==> src/rtl/ppr_pkg.sv <==
// Shared types, constants and weight function for the partial permutation ranker.
package ppr_pkg;

  // Fixed carriers: twelve slot fields and eight tile value registers.
  localparam int NUM_SLOTS = 12;
  localparam int NUM_TILES = 8;
  localparam int SLOT_W    = 4;
  localparam int POS_W     = 4;
  localparam int CNT_W     = 3;
  localparam int RANK_W    = 25;
  localparam int CFG_IDX_W = 3;

  // Default sizes handed to the top level.
  localparam int DEF_SLOT_COUNT = 12;
  localparam int DEF_TILE_COUNT = 8;

  // Tile values loaded at reset.
  localparam logic [SLOT_W-1:0] TILE_RESET [NUM_TILES] = '{
    4'd1, 4'd2, 4'd3, 4'd4, 4'd5, 4'd6, 4'd7, 4'd8
  };

  typedef logic [NUM_SLOTS-1:0][SLOT_W-1:0] slot_vec_t;

  // Slot found by one lane and whether the tile matched at all.
  typedef struct packed {
    logic [POS_W-1:0] pos;
    logic             found;
  } lane_pos_t;

  // Weighted term of one lane, with its found flag carried along.
  typedef struct packed {
    logic [RANK_W-1:0] term;
    logic              found;
  } lane_term_t;

  // Load enables of the pipeline stages.
  typedef struct packed {
    logic en_find;
    logic en_term;
    logic en_pair;
    logic en_out;
  } pipe_ctl_t;

  // Falling product of the remaining slot counts for tile position i.
  function automatic logic [RANK_W-1:0] weight_of(int i, int slots, int tiles);
    longint w;
    w = 1;
    for (int k = i + 1; k < tiles; k++) begin
      if (slots > k) begin
        w = w * longint'(slots - k);
      end else begin
        w = 0;
      end
    end
    return w[RANK_W-1:0];
  endfunction

  function automatic int min_int(int a, int b);
    return (a > b) ? b : a;
  endfunction

endpackage

==> src/rtl/ppr_find.sv <==
// One lane's first-match slot search, registered.
module ppr_find #(
  parameter int EFF_SLOTS = 12
) (
  input  logic                                clk,
  input  logic                                en,
  input  ppr_pkg::slot_vec_t                  slots,
  input  logic [ppr_pkg::SLOT_W-1:0]          tile_value,
  output ppr_pkg::lane_pos_t                  pos_r
);
  import ppr_pkg::*;

  lane_pos_t pos_nxt;

  // Scan from the top down so the lowest matching slot wins.
  always_comb begin
    pos_nxt.pos   = '0;
    pos_nxt.found = 1'b0;
    for (int j = EFF_SLOTS - 1; j >= 0; j--) begin
      if (slots[j] == tile_value) begin
        pos_nxt.pos   = POS_W'(j);
        pos_nxt.found = 1'b1;
      end
    end
  end

  always_ff @(posedge clk) begin
    if (en) begin
      pos_r <= pos_nxt;
    end
  end

endmodule

==> src/rtl/ppr_term.sv <==
// One lane's slot adjustment and weighting, registered.
module ppr_term #(
  parameter int LANE      = 0,
  parameter int LANES     = 8,
  parameter int EFF_SLOTS = 12
) (
  input  logic                clk,
  input  logic                en,
  input  ppr_pkg::lane_pos_t  pos_all [LANES],
  output ppr_pkg::lane_term_t term_r
);
  import ppr_pkg::*;

  localparam logic [RANK_W-1:0] WEIGHT = weight_of(LANE, EFF_SLOTS, LANES);

  logic [CNT_W-1:0]  cnt;
  logic [RANK_W-1:0] adj;
  lane_term_t        term_nxt;

  // Count earlier tiles at a strictly lower slot.
  always_comb begin
    cnt = '0;
    for (int j = 0; j < LANES; j++) begin
      if (j < LANE && pos_all[j].pos < pos_all[LANE].pos) begin
        cnt = cnt + CNT_W'(1);
      end
    end
  end

  // The adjusted slot may wrap below zero; the rank is taken modulo its width.
  always_comb begin
    adj            = RANK_W'(pos_all[LANE].pos) - RANK_W'(cnt);
    term_nxt.term  = adj * WEIGHT;
    term_nxt.found = pos_all[LANE].found;
  end

  always_ff @(posedge clk) begin
    if (en) begin
      term_r <= term_nxt;
    end
  end

endmodule

==> src/rtl/ppr_merge.sv <==
// Two-level registered sum of the lane terms and the missing flag.
module ppr_merge #(
  parameter int LANES = 8
) (
  input  logic                          clk,
  input  ppr_pkg::pipe_ctl_t            ctl,
  input  ppr_pkg::lane_term_t           terms [LANES],
  output logic [ppr_pkg::RANK_W-1:0]    rank_r,
  output logic                          missing_r
);
  import ppr_pkg::*;

  localparam int PAIRS = (LANES + 1) / 2;

  logic [RANK_W-1:0] pair_r   [PAIRS];
  logic [RANK_W-1:0] pair_nxt [PAIRS];
  logic              pair_missing_r;
  logic              pair_missing_nxt;
  logic [RANK_W-1:0] rank_nxt;

  // First level: add neighboring lanes and gather the found flags.
  always_comb begin
    pair_missing_nxt = 1'b0;
    for (int k = 0; k < PAIRS; k++) begin
      pair_nxt[k] = terms[2*k].term;
      if (2*k + 1 < LANES) begin
        pair_nxt[k] = terms[2*k].term + terms[2*k+1].term;
      end
    end
    for (int k = 0; k < LANES; k++) begin
      pair_missing_nxt = pair_missing_nxt | ~terms[k].found;
    end
  end

  always_ff @(posedge clk) begin
    if (ctl.en_pair) begin
      pair_r         <= pair_nxt;
      pair_missing_r <= pair_missing_nxt;
    end
  end

  // Second level: add the pair sums into the output register.
  always_comb begin
    rank_nxt = '0;
    for (int k = 0; k < PAIRS; k++) begin
      rank_nxt = rank_nxt + pair_r[k];
    end
  end

  always_ff @(posedge clk) begin
    if (ctl.en_out) begin
      rank_r    <= rank_nxt;
      missing_r <= pair_missing_r;
    end
  end

endmodule

==> src/rtl/partial_permutation_rank.sv <==
// Throughput: one item per cycle while the output is not stalled; four register stages
// (lane search, lane weighting, pair sum, final sum) fill bubbles under stall.
// Reset (synchronous, rst_n low): all stage valids clear and the tile value
// registers return to 1 through 8.
// Top level of the partial permutation ranker.
module partial_permutation_rank #(
  parameter int SLOT_COUNT = ppr_pkg::DEF_SLOT_COUNT,
  parameter int TILE_COUNT = ppr_pkg::DEF_TILE_COUNT
) (
  input  logic                            clk,
  input  logic                            rst_n,
  input  logic                            cfg_wr_en,
  input  logic [ppr_pkg::CFG_IDX_W-1:0]   cfg_index,
  input  logic [ppr_pkg::SLOT_W-1:0]      cfg_data,
  input  logic                            in_valid,
  output logic                            in_stall,
  input  logic [ppr_pkg::SLOT_W-1:0]      in_slot_0,
  input  logic [ppr_pkg::SLOT_W-1:0]      in_slot_1,
  input  logic [ppr_pkg::SLOT_W-1:0]      in_slot_2,
  input  logic [ppr_pkg::SLOT_W-1:0]      in_slot_3,
  input  logic [ppr_pkg::SLOT_W-1:0]      in_slot_4,
  input  logic [ppr_pkg::SLOT_W-1:0]      in_slot_5,
  input  logic [ppr_pkg::SLOT_W-1:0]      in_slot_6,
  input  logic [ppr_pkg::SLOT_W-1:0]      in_slot_7,
  input  logic [ppr_pkg::SLOT_W-1:0]      in_slot_8,
  input  logic [ppr_pkg::SLOT_W-1:0]      in_slot_9,
  input  logic [ppr_pkg::SLOT_W-1:0]      in_slot_10,
  input  logic [ppr_pkg::SLOT_W-1:0]      in_slot_11,
  output logic                            out_valid,
  input  logic                            out_stall,
  output logic [ppr_pkg::RANK_W-1:0]      out_rank_index,
  output logic                            out_tile_missing
);
  import ppr_pkg::*;

  localparam int EFF_SLOTS = min_int(SLOT_COUNT, NUM_SLOTS);
  localparam int LANES     = min_int(TILE_COUNT, NUM_TILES);

  logic [SLOT_W-1:0] tile_r [NUM_TILES];
  slot_vec_t         slots;
  pipe_ctl_t         ctl;
  logic              v_find_r;
  logic              v_term_r;
  logic              v_pair_r;
  logic              out_valid_r;
  lane_pos_t         pos_all   [LANES];
  lane_term_t        terms_all [LANES];

  assign slots = {in_slot_11, in_slot_10, in_slot_9, in_slot_8, in_slot_7, in_slot_6,
                  in_slot_5, in_slot_4, in_slot_3, in_slot_2, in_slot_1, in_slot_0};

  // Tile value registers; the user must write them only while the pipeline is idle, the block does not enforce it.
  always_ff @(posedge clk) begin
    if (!rst_n) begin
      tile_r <= TILE_RESET;
    end else if (cfg_wr_en) begin
      tile_r[cfg_index] <= cfg_data;
    end
  end

  // A stage loads when it is empty or the next stage loads as well.
  always_comb begin
    ctl.en_out  = !out_valid_r || !out_stall;
    ctl.en_pair = !v_pair_r || ctl.en_out;
    ctl.en_term = !v_term_r || ctl.en_pair;
    ctl.en_find = !v_find_r || ctl.en_term;
  end

  assign in_stall = !ctl.en_find;

  // Stage valid bits.
  always_ff @(posedge clk) begin
    if (!rst_n) begin
      v_find_r    <= 1'b0;
      v_term_r    <= 1'b0;
      v_pair_r    <= 1'b0;
      out_valid_r <= 1'b0;
    end else begin
      if (ctl.en_find) begin
        v_find_r <= in_valid;
      end
      if (ctl.en_term) begin
        v_term_r <= v_find_r;
      end
      if (ctl.en_pair) begin
        v_pair_r <= v_term_r;
      end
      if (ctl.en_out) begin
        out_valid_r <= v_pair_r;
      end
    end
  end

  // One search lane and one weighting lane per tile.
  for (genvar i = 0; i < LANES; i++) begin : g_lane
    ppr_find #(
      .EFF_SLOTS (EFF_SLOTS)
    ) u_find (
      .clk        (clk),
      .en         (ctl.en_find),
      .slots      (slots),
      .tile_value (tile_r[i]),
      .pos_r      (pos_all[i])
    );

    ppr_term #(
      .LANE      (i),
      .LANES     (LANES),
      .EFF_SLOTS (EFF_SLOTS)
    ) u_term (
      .clk     (clk),
      .en      (ctl.en_term),
      .pos_all (pos_all),
      .term_r  (terms_all[i])
    );
  end

  // Merge the lane terms into the rank.
  ppr_merge #(
    .LANES (LANES)
  ) u_merge (
    .clk       (clk),
    .ctl       (ctl),
    .terms     (terms_all),
    .rank_r    (out_rank_index),
    .missing_r (out_tile_missing)
  );

  assign out_valid = out_valid_r;

  // The input side stalls only when every stage is full and the output is held.
  a_stall_only_when_full: assert property (@(posedge clk) disable iff (!rst_n)
    in_stall |-> (v_find_r && v_term_r && v_pair_r && out_valid_r && out_stall))
    else $error("input stalled with a free pipeline stage");

  // An accepted transfer occupies the first stage on the next cycle.
  a_accept_lands: assert property (@(posedge clk) disable iff (!rst_n)
    (in_valid && !in_stall) |=> v_find_r)
    else $error("accepted item did not reach the search stage");

  // A held result in the pair stage stays while the output cannot take it.
  a_pair_hold: assert property (@(posedge clk) disable iff (!rst_n)
    (v_pair_r && !ctl.en_pair) |=> v_pair_r)
    else $error("pair stage item lost under stall");

  // The output result is not dropped while stalled.
  a_out_hold: assert property (@(posedge clk) disable iff (!rst_n)
    (out_valid_r && out_stall) |=> (out_valid_r && $stable(out_rank_index)
                                    && $stable(out_tile_missing)))
    else $error("stalled result changed or vanished");

endmodule

==> config.mk <==
export PLATFORM = sky130hd
export DESIGN_NAME = partial_permutation_rank
export DESIGN_NICKNAME = d
export VERILOG_FILES = /design/src/rtl/ppr_pkg.sv /design/src/rtl/ppr_find.sv /design/src/rtl/ppr_term.sv /design/src/rtl/ppr_merge.sv /design/src/rtl/partial_permutation_rank.sv
export SDC_FILE = /design/constraint.sdc
export NUM_CORES = 1
export LEC_CHECK = 0
export BUFFER_PORTS_ARGS = -buffer_cell sky130_fd_sc_hd__buf_2
export CORE_ASPECT_RATIO = 0.6
export CORE_MARGIN = 2
export CORE_UTILIZATION = 40
export DETAILED_ROUTE_END_ITERATION = 10
export HOLD_SLACK_MARGIN = 0.06
export SLEW_MARGIN = 20
export SYNTH_ARGS = -nofsm -noshare
export SYNTH_HDL_FRONTEND = slang
export SYNTH_SLANG_ARGS = --single-unit
==> constraint.sdc <==
create_clock -name clk -period 19.1 [get_ports clk]
set_clock_uncertainty 0.05 [all_clocks]
set_input_delay 2.865 -clock clk [delete_from_list [all_inputs] [get_ports clk]]
set_output_delay 2.865 -clock clk [all_outputs]
set_load 0.05 [all_outputs]
======== Word-level counts from Yosys, hierarchy flattened ========
Cells that the tools add are included.
word-level totals
  bits in read-only memories .............. 0
  memories kept ........................... 0
  register bits after elaboration ......... 391
  latch bits .............................. 0
  bits in writable memories ............... 0
operators by class
  divide/modulo/power cells ............... 0
  muxes and demuxes ....................... 119
  equality and inequality tests ........... 96
  $mul .................................... 7
  shift-type cells ........................ 0
  $lt $le $gt $ge ......................... 30
  bitwise operators ....................... 16
  add/sub/neg operators ................... 35
  reductions and logical operators ........ 43
operators by type and width
  cell                      number
  $eq A4 B4 Y1              96
  $add A25 B25 Y25          7
  $mux W5                   32
  $mux W4                   33
  $lt A4 B4 Y1              28
  $mux W3                   37
  $reduce_or A11 Y1         8
  $reduce_or A8 Y1          8
  $add A3 B1 Y3 const B     21
  $sub A4 B3 Y5             7
  $bwmux W32                1
  $reduce_or A4 Y1          8
  $mul A25 B10 Y21 const B  1
  $mul A25 B13 Y20 const B  1
  $mul A25 B3 Y25 const B   1
  $mul A25 B4 Y24 const B   1
  $mul A25 B7 Y21 const B   1
  $mul A25 B7 Y24 const B   1
  $mul A4 B16 Y20 const B   1
  $mux W2                   8
  $reduce_or A2 Y1          8
  $demux W4 S3              1
  $not A1 Y1                8
  $mux W1                   7
  other kinds (7)           21

======== Depth between registers and ports, before layout ========
  depth in word-level cells ............... 15
  gate-level depth with buffers ........... 32
  depth with buffers taken out ............ 32

======== Hierarchy ========
From an unflattened synthesis, not the netlist that was laid out.
unflattened totals
  cell total of the unflattened synthesis .. 3430
  area, all modules ....................... 34500.6 um2
by module, submodules not included
  module                       cells each  sequential area each (um2)  area an instance (um2)  instances
  ppr_merge                    1166        3813.7                      11310.8                 1
  ppr_find                     92          150.1                       885.8                   8
  ppr_term (g_lane[1].u_term)  244         630.6                       2466.1                  1
  ppr_term (g_lane[2].u_term)  200         660.6                       2217.1                  1
  ppr_term (g_lane[4].u_term)  175         750.7                       2067.0                  1
  ppr_term (g_lane[3].u_term)  157         660.6                       1843.0                  1
  ppr_term (g_lane[5].u_term)  188         360.3                       1785.5                  1
  ppr_term (g_lane[6].u_term)  157         300.3                       1510.2                  1
  partial_permutation_rank     143         720.7                       1475.2                  1
  ppr_term (g_lane[7].u_term)  153         180.2                       1397.6                  1
  ppr_term (g_lane[0].u_term)  111         570.5                       1341.3                  1

======== Least setup slack after synthesis ========
Ideal clock, no wire load.
  path type ............................... input port to output port
  start point ............................. in out_stall
  end point ............................... out in_stall
  buffers on the path ..................... 0
  required time ........................... 16185 ps
  stages on the path ...................... 3
  slack ................................... 11343 ps
  arrival time ............................ 4842 ps
  cells stage by stage .................... and3_1 nand3_1 inv_1
on the way
  cells in the longest elaborated chain, start to end .. 6
ends and longest elaborated chain
  element             RTL line                        source
  from (decl)         partial_permutation_rank.sv:30  input logic out_stall,
  $logic_not A1 Y1    partial_permutation_rank.sv:63  ctl.en_out = !out_valid_r || !out_stall;
  $logic_or A1 B1 Y1  partial_permutation_rank.sv:63
  $logic_or A1 B1 Y1  partial_permutation_rank.sv:64  ctl.en_pair = !v_pair_r || ctl.en_out;
  $logic_or A1 B1 Y1  partial_permutation_rank.sv:65  ctl.en_term = !v_term_r || ctl.en_pair;
  $logic_or A1 B1 Y1  partial_permutation_rank.sv:66  ctl.en_find = !v_find_r || ctl.en_term;
  $logic_not A1 Y1    partial_permutation_rank.sv:69  assign in_stall = !ctl.en_find;
  to (decl)           partial_permutation_rank.sv:16  output logic in_stall,
No other way between the ends.

==> results.ini <==
[status]
run_status = finished, final reports clean

[sta]
max_freq_mhz = 133
setup_violations = 0
period_needed_ns = 7.51
max_slew_margin_pct = 21.9
min_period_over_period_pct = 39.3
finalSetupTns_ns = 0
slew_violations = 0
rsz0062_at_grt = false
hold_viol_final = 0
tightest_slew_ns = 1.16

[logic_synthesis]
ys_seq_elements = 339
yosysWarnings = 0
synthArstFlopShare_pct = 0
synth_top_area_share_pct = 30.0
syn_area_per_cell_um2 = 10.3
synth_ff_type = edfxtp_1
seq_area_frac_synth_pct = 32.3
netlist_area_um2 = 30400
synth_edf_count = 303
synth_cell_types = 76
postSynthCellCount = 2940
syn_nets = 3508
yosysTopAreaCell = edfxtp_1
synth.area.top_cells = edfxtp_1 (30%), ha_1 (17%), xnor2_1 (10%)

[global_route]
met2_usage_pct = 26.6
grt_use_met3_pct = 3.61
use_met1_pct = 32.0
grt_max_degree = 63
grt_usage_pct = 19.7
grt_pass1_wl_um = 119000
grt_pass1_vias = 20050
overflow = 0
antenna_found_initial = 0
gr-max-usage-layer = met1

[clock_network]
clock_path_buffers = 3
path_clk_slew_ns = 0.06
clkLatencyLatePin_ns = 0.57
postCtsSetupRepairBufs = 0
cts_tree = yes
cts_buffers = 38
cts_htree_levels = 2
cts_resized = 0
cts_hold_buf = 0
cts_num_sinks = 339
clockRootBuffer = clkbuf_16

[finish]
syn_to_final_growth_pct = 8.18
nNetsFinal = 3507
n_antenna_cell = 0
regArea_um2 = 9820
final_layout_size_suffix_gt1_share_pct = 6.81
multi_input_area_um2 = 19000
num-fill-cells = 7178

[floorplan]
core_area_um2 = 75300
num_rows = 78
dieHeight_um = 217
die_w_um = 360
initial_core_util_pct = 40.3
ioPinCount = 88
dieArea_um2 = 78200

[min_path]
hp-start = u_merge.pair_missing_r
hp-class = register to register

[placed_design]
port_buffers = 87
dp_hpwl_um = 58600
gp_congestion = 0.930

[critical_path]
regToRegSetupSlack_ns = 11.59
end_kind = register
crit_arrival_ns = 7.75
criticalPathCategory = register to register
endpoint = g_lane[2].u_term.term_r[21]
r2r_cells = 27
critPathMaxStageDelay_ns = 0.68
crit_slowest_cell = or3_1
rr_endpoint = g_lane[2].u_term.term_r[21]
crit_path_start = g_lane[0].u_find.pos_r[2]
cp_max_fo = 13
reg2reg_from = g_lane[0].u_find.pos_r[2]
cp.required_ns = 19.34
crit_path_frequent_cell = ha_1
start_kind = register

[route]
drc = 0
routedWlPerCell_um = 19.2
via_per_inst = 5.24
ant_nets = 0
vias = 20801
drt_iter0_markers = 1844
routed_wl_um = 76300
dr.pass1.iters = 7

[flow_run]
maxCapViolations = 0

Yosys cell counts (17+ instances only):
cell / n
nand3_1: 21
a31oi_1: 19
nor2_1: 94
nand4_1: 69
ha_1: 402
clkbuf_1: 69
xor2_1: 217
dfxtp_1: 36
inv_1: 267
fa_1: 106
edfxtp_1: 303
mux2i_1: 37
o21bai_1: 17
nor4_1: 50
o21ai_0: 91
buf_2: 28
a21o_1: 83
nand2_1: 104
a21oi_1: 165
a21boi_0: 25
buf_1: 39
o21a_1: 27
nor3_1: 32
xnor2_1: 361
nand2b_1: 61
nor2b_1: 47
state kept, by name, indices dropped and copies added (netlist names):
name	count
u_merge.pair_missing_r	1
g_lane.u_term.term_r	146
v_find_r	1
u_merge.missing_r	1
v_term_r	1
out_valid	1
u_merge.pair_r	90
u_merge.rank_r	25
v_pair_r	1
tile_r	32
g_lane.u_find.pos_r	40
critical path: cells and delay by family (launching register included):
family          cells  cell delay (ns)
compound gates      8             1.63
xor+xnor            1             0.13
fa+ha+maj          10             3.32
buf+inv             6             0.70
flops               1             0.62
simple gates        2             0.75
how the worst min path moves through the flow:
| stage | to | slack [ns] | cells past startpoint |
|---|---|---|---|
| after floorplan | g_lane[0].u_term.term_r[0] | 0.35 | 0 |
| after global placement | g_lane[0].u_term.term_r[0] | 0.35 | 0 |
| after detailed placement | g_lane[1].u_term.term_r[0] | 0.35 | 0 |
| after CTS | g_lane[2].u_term.term_r[0] | 0.37 | 0 |
| after global routing | g_lane[7].u_term.term_r[0] | 0.37 | 0 |
| final | u_merge.missing_r | 0.37 | 0 |
metrics by stage:
stage	util (%)	cells	hold slack (ns)	worst slack [ns]	instance area (um^2)
floorplan	-	2940	0.350	11.34	30400
global placement	41.9	3899	0.351	11.61	31600
detailed placement	41.9	3899	0.355	11.45	31600
CTS	43.6	3967	0.368	11.44	32800
global route	43.6	3967	0.374	10.82	32800
finish	43.6	3967	0.369	11.59	32800
area by class of cell:
class | count | area share (%)
Clock buffer | 52 | 3.27
Timing Repair Buffer | 95 | 1.51
Tap cell | 1000 | 3.81
Clock inverter | 16 | 0.575
Multi-Input combinational cell | 2196 | 57.9
Sequential cell | 339 | 29.9
Inverter | 269 | 3.08
cell families after synthesis:
group           synth area share (%)
compound gates                  11.5
xor+xnor                        16.9
fa+ha+maj                       23.6
buf+inv                         5.12
flops                           32.3
mux                             1.55
other cells                   0.0124
simple gates                    9.07
routing by layer:
| metal | vias to the layer above | share of wire [%] |
|---|---|---|
| li1 | 10257 | - |
| met2 | 581 | 38 |
| met4 | 0 | 1.5 |
| met5 | - | 0 |
| met1 | 9893 | 53 |
| met3 | 70 | 7.5 |
cell usage in the layout (no fill, tap or decap), drive strengths merged, types with 17 or more instances in the layout:
master,count
nand4,69
buf,95
a21boi,26
nand3,21
nand2b,61
ha,402
inv,270
edfxtp,303
o21bai,17
a31oi,19
mux2i,37
o21a,27
dfxtp,36
o21ai,101
nor3,32
xor2,220
a21oi,168
fa,106
a21o,83
xnor2,362
nand2,104
nor2b,47
clkbuf,52
nor2,94
nor4,50
Power is not shown: default switching activity piles up to over one toggle a cycle in this logic, so the estimate is an artifact.
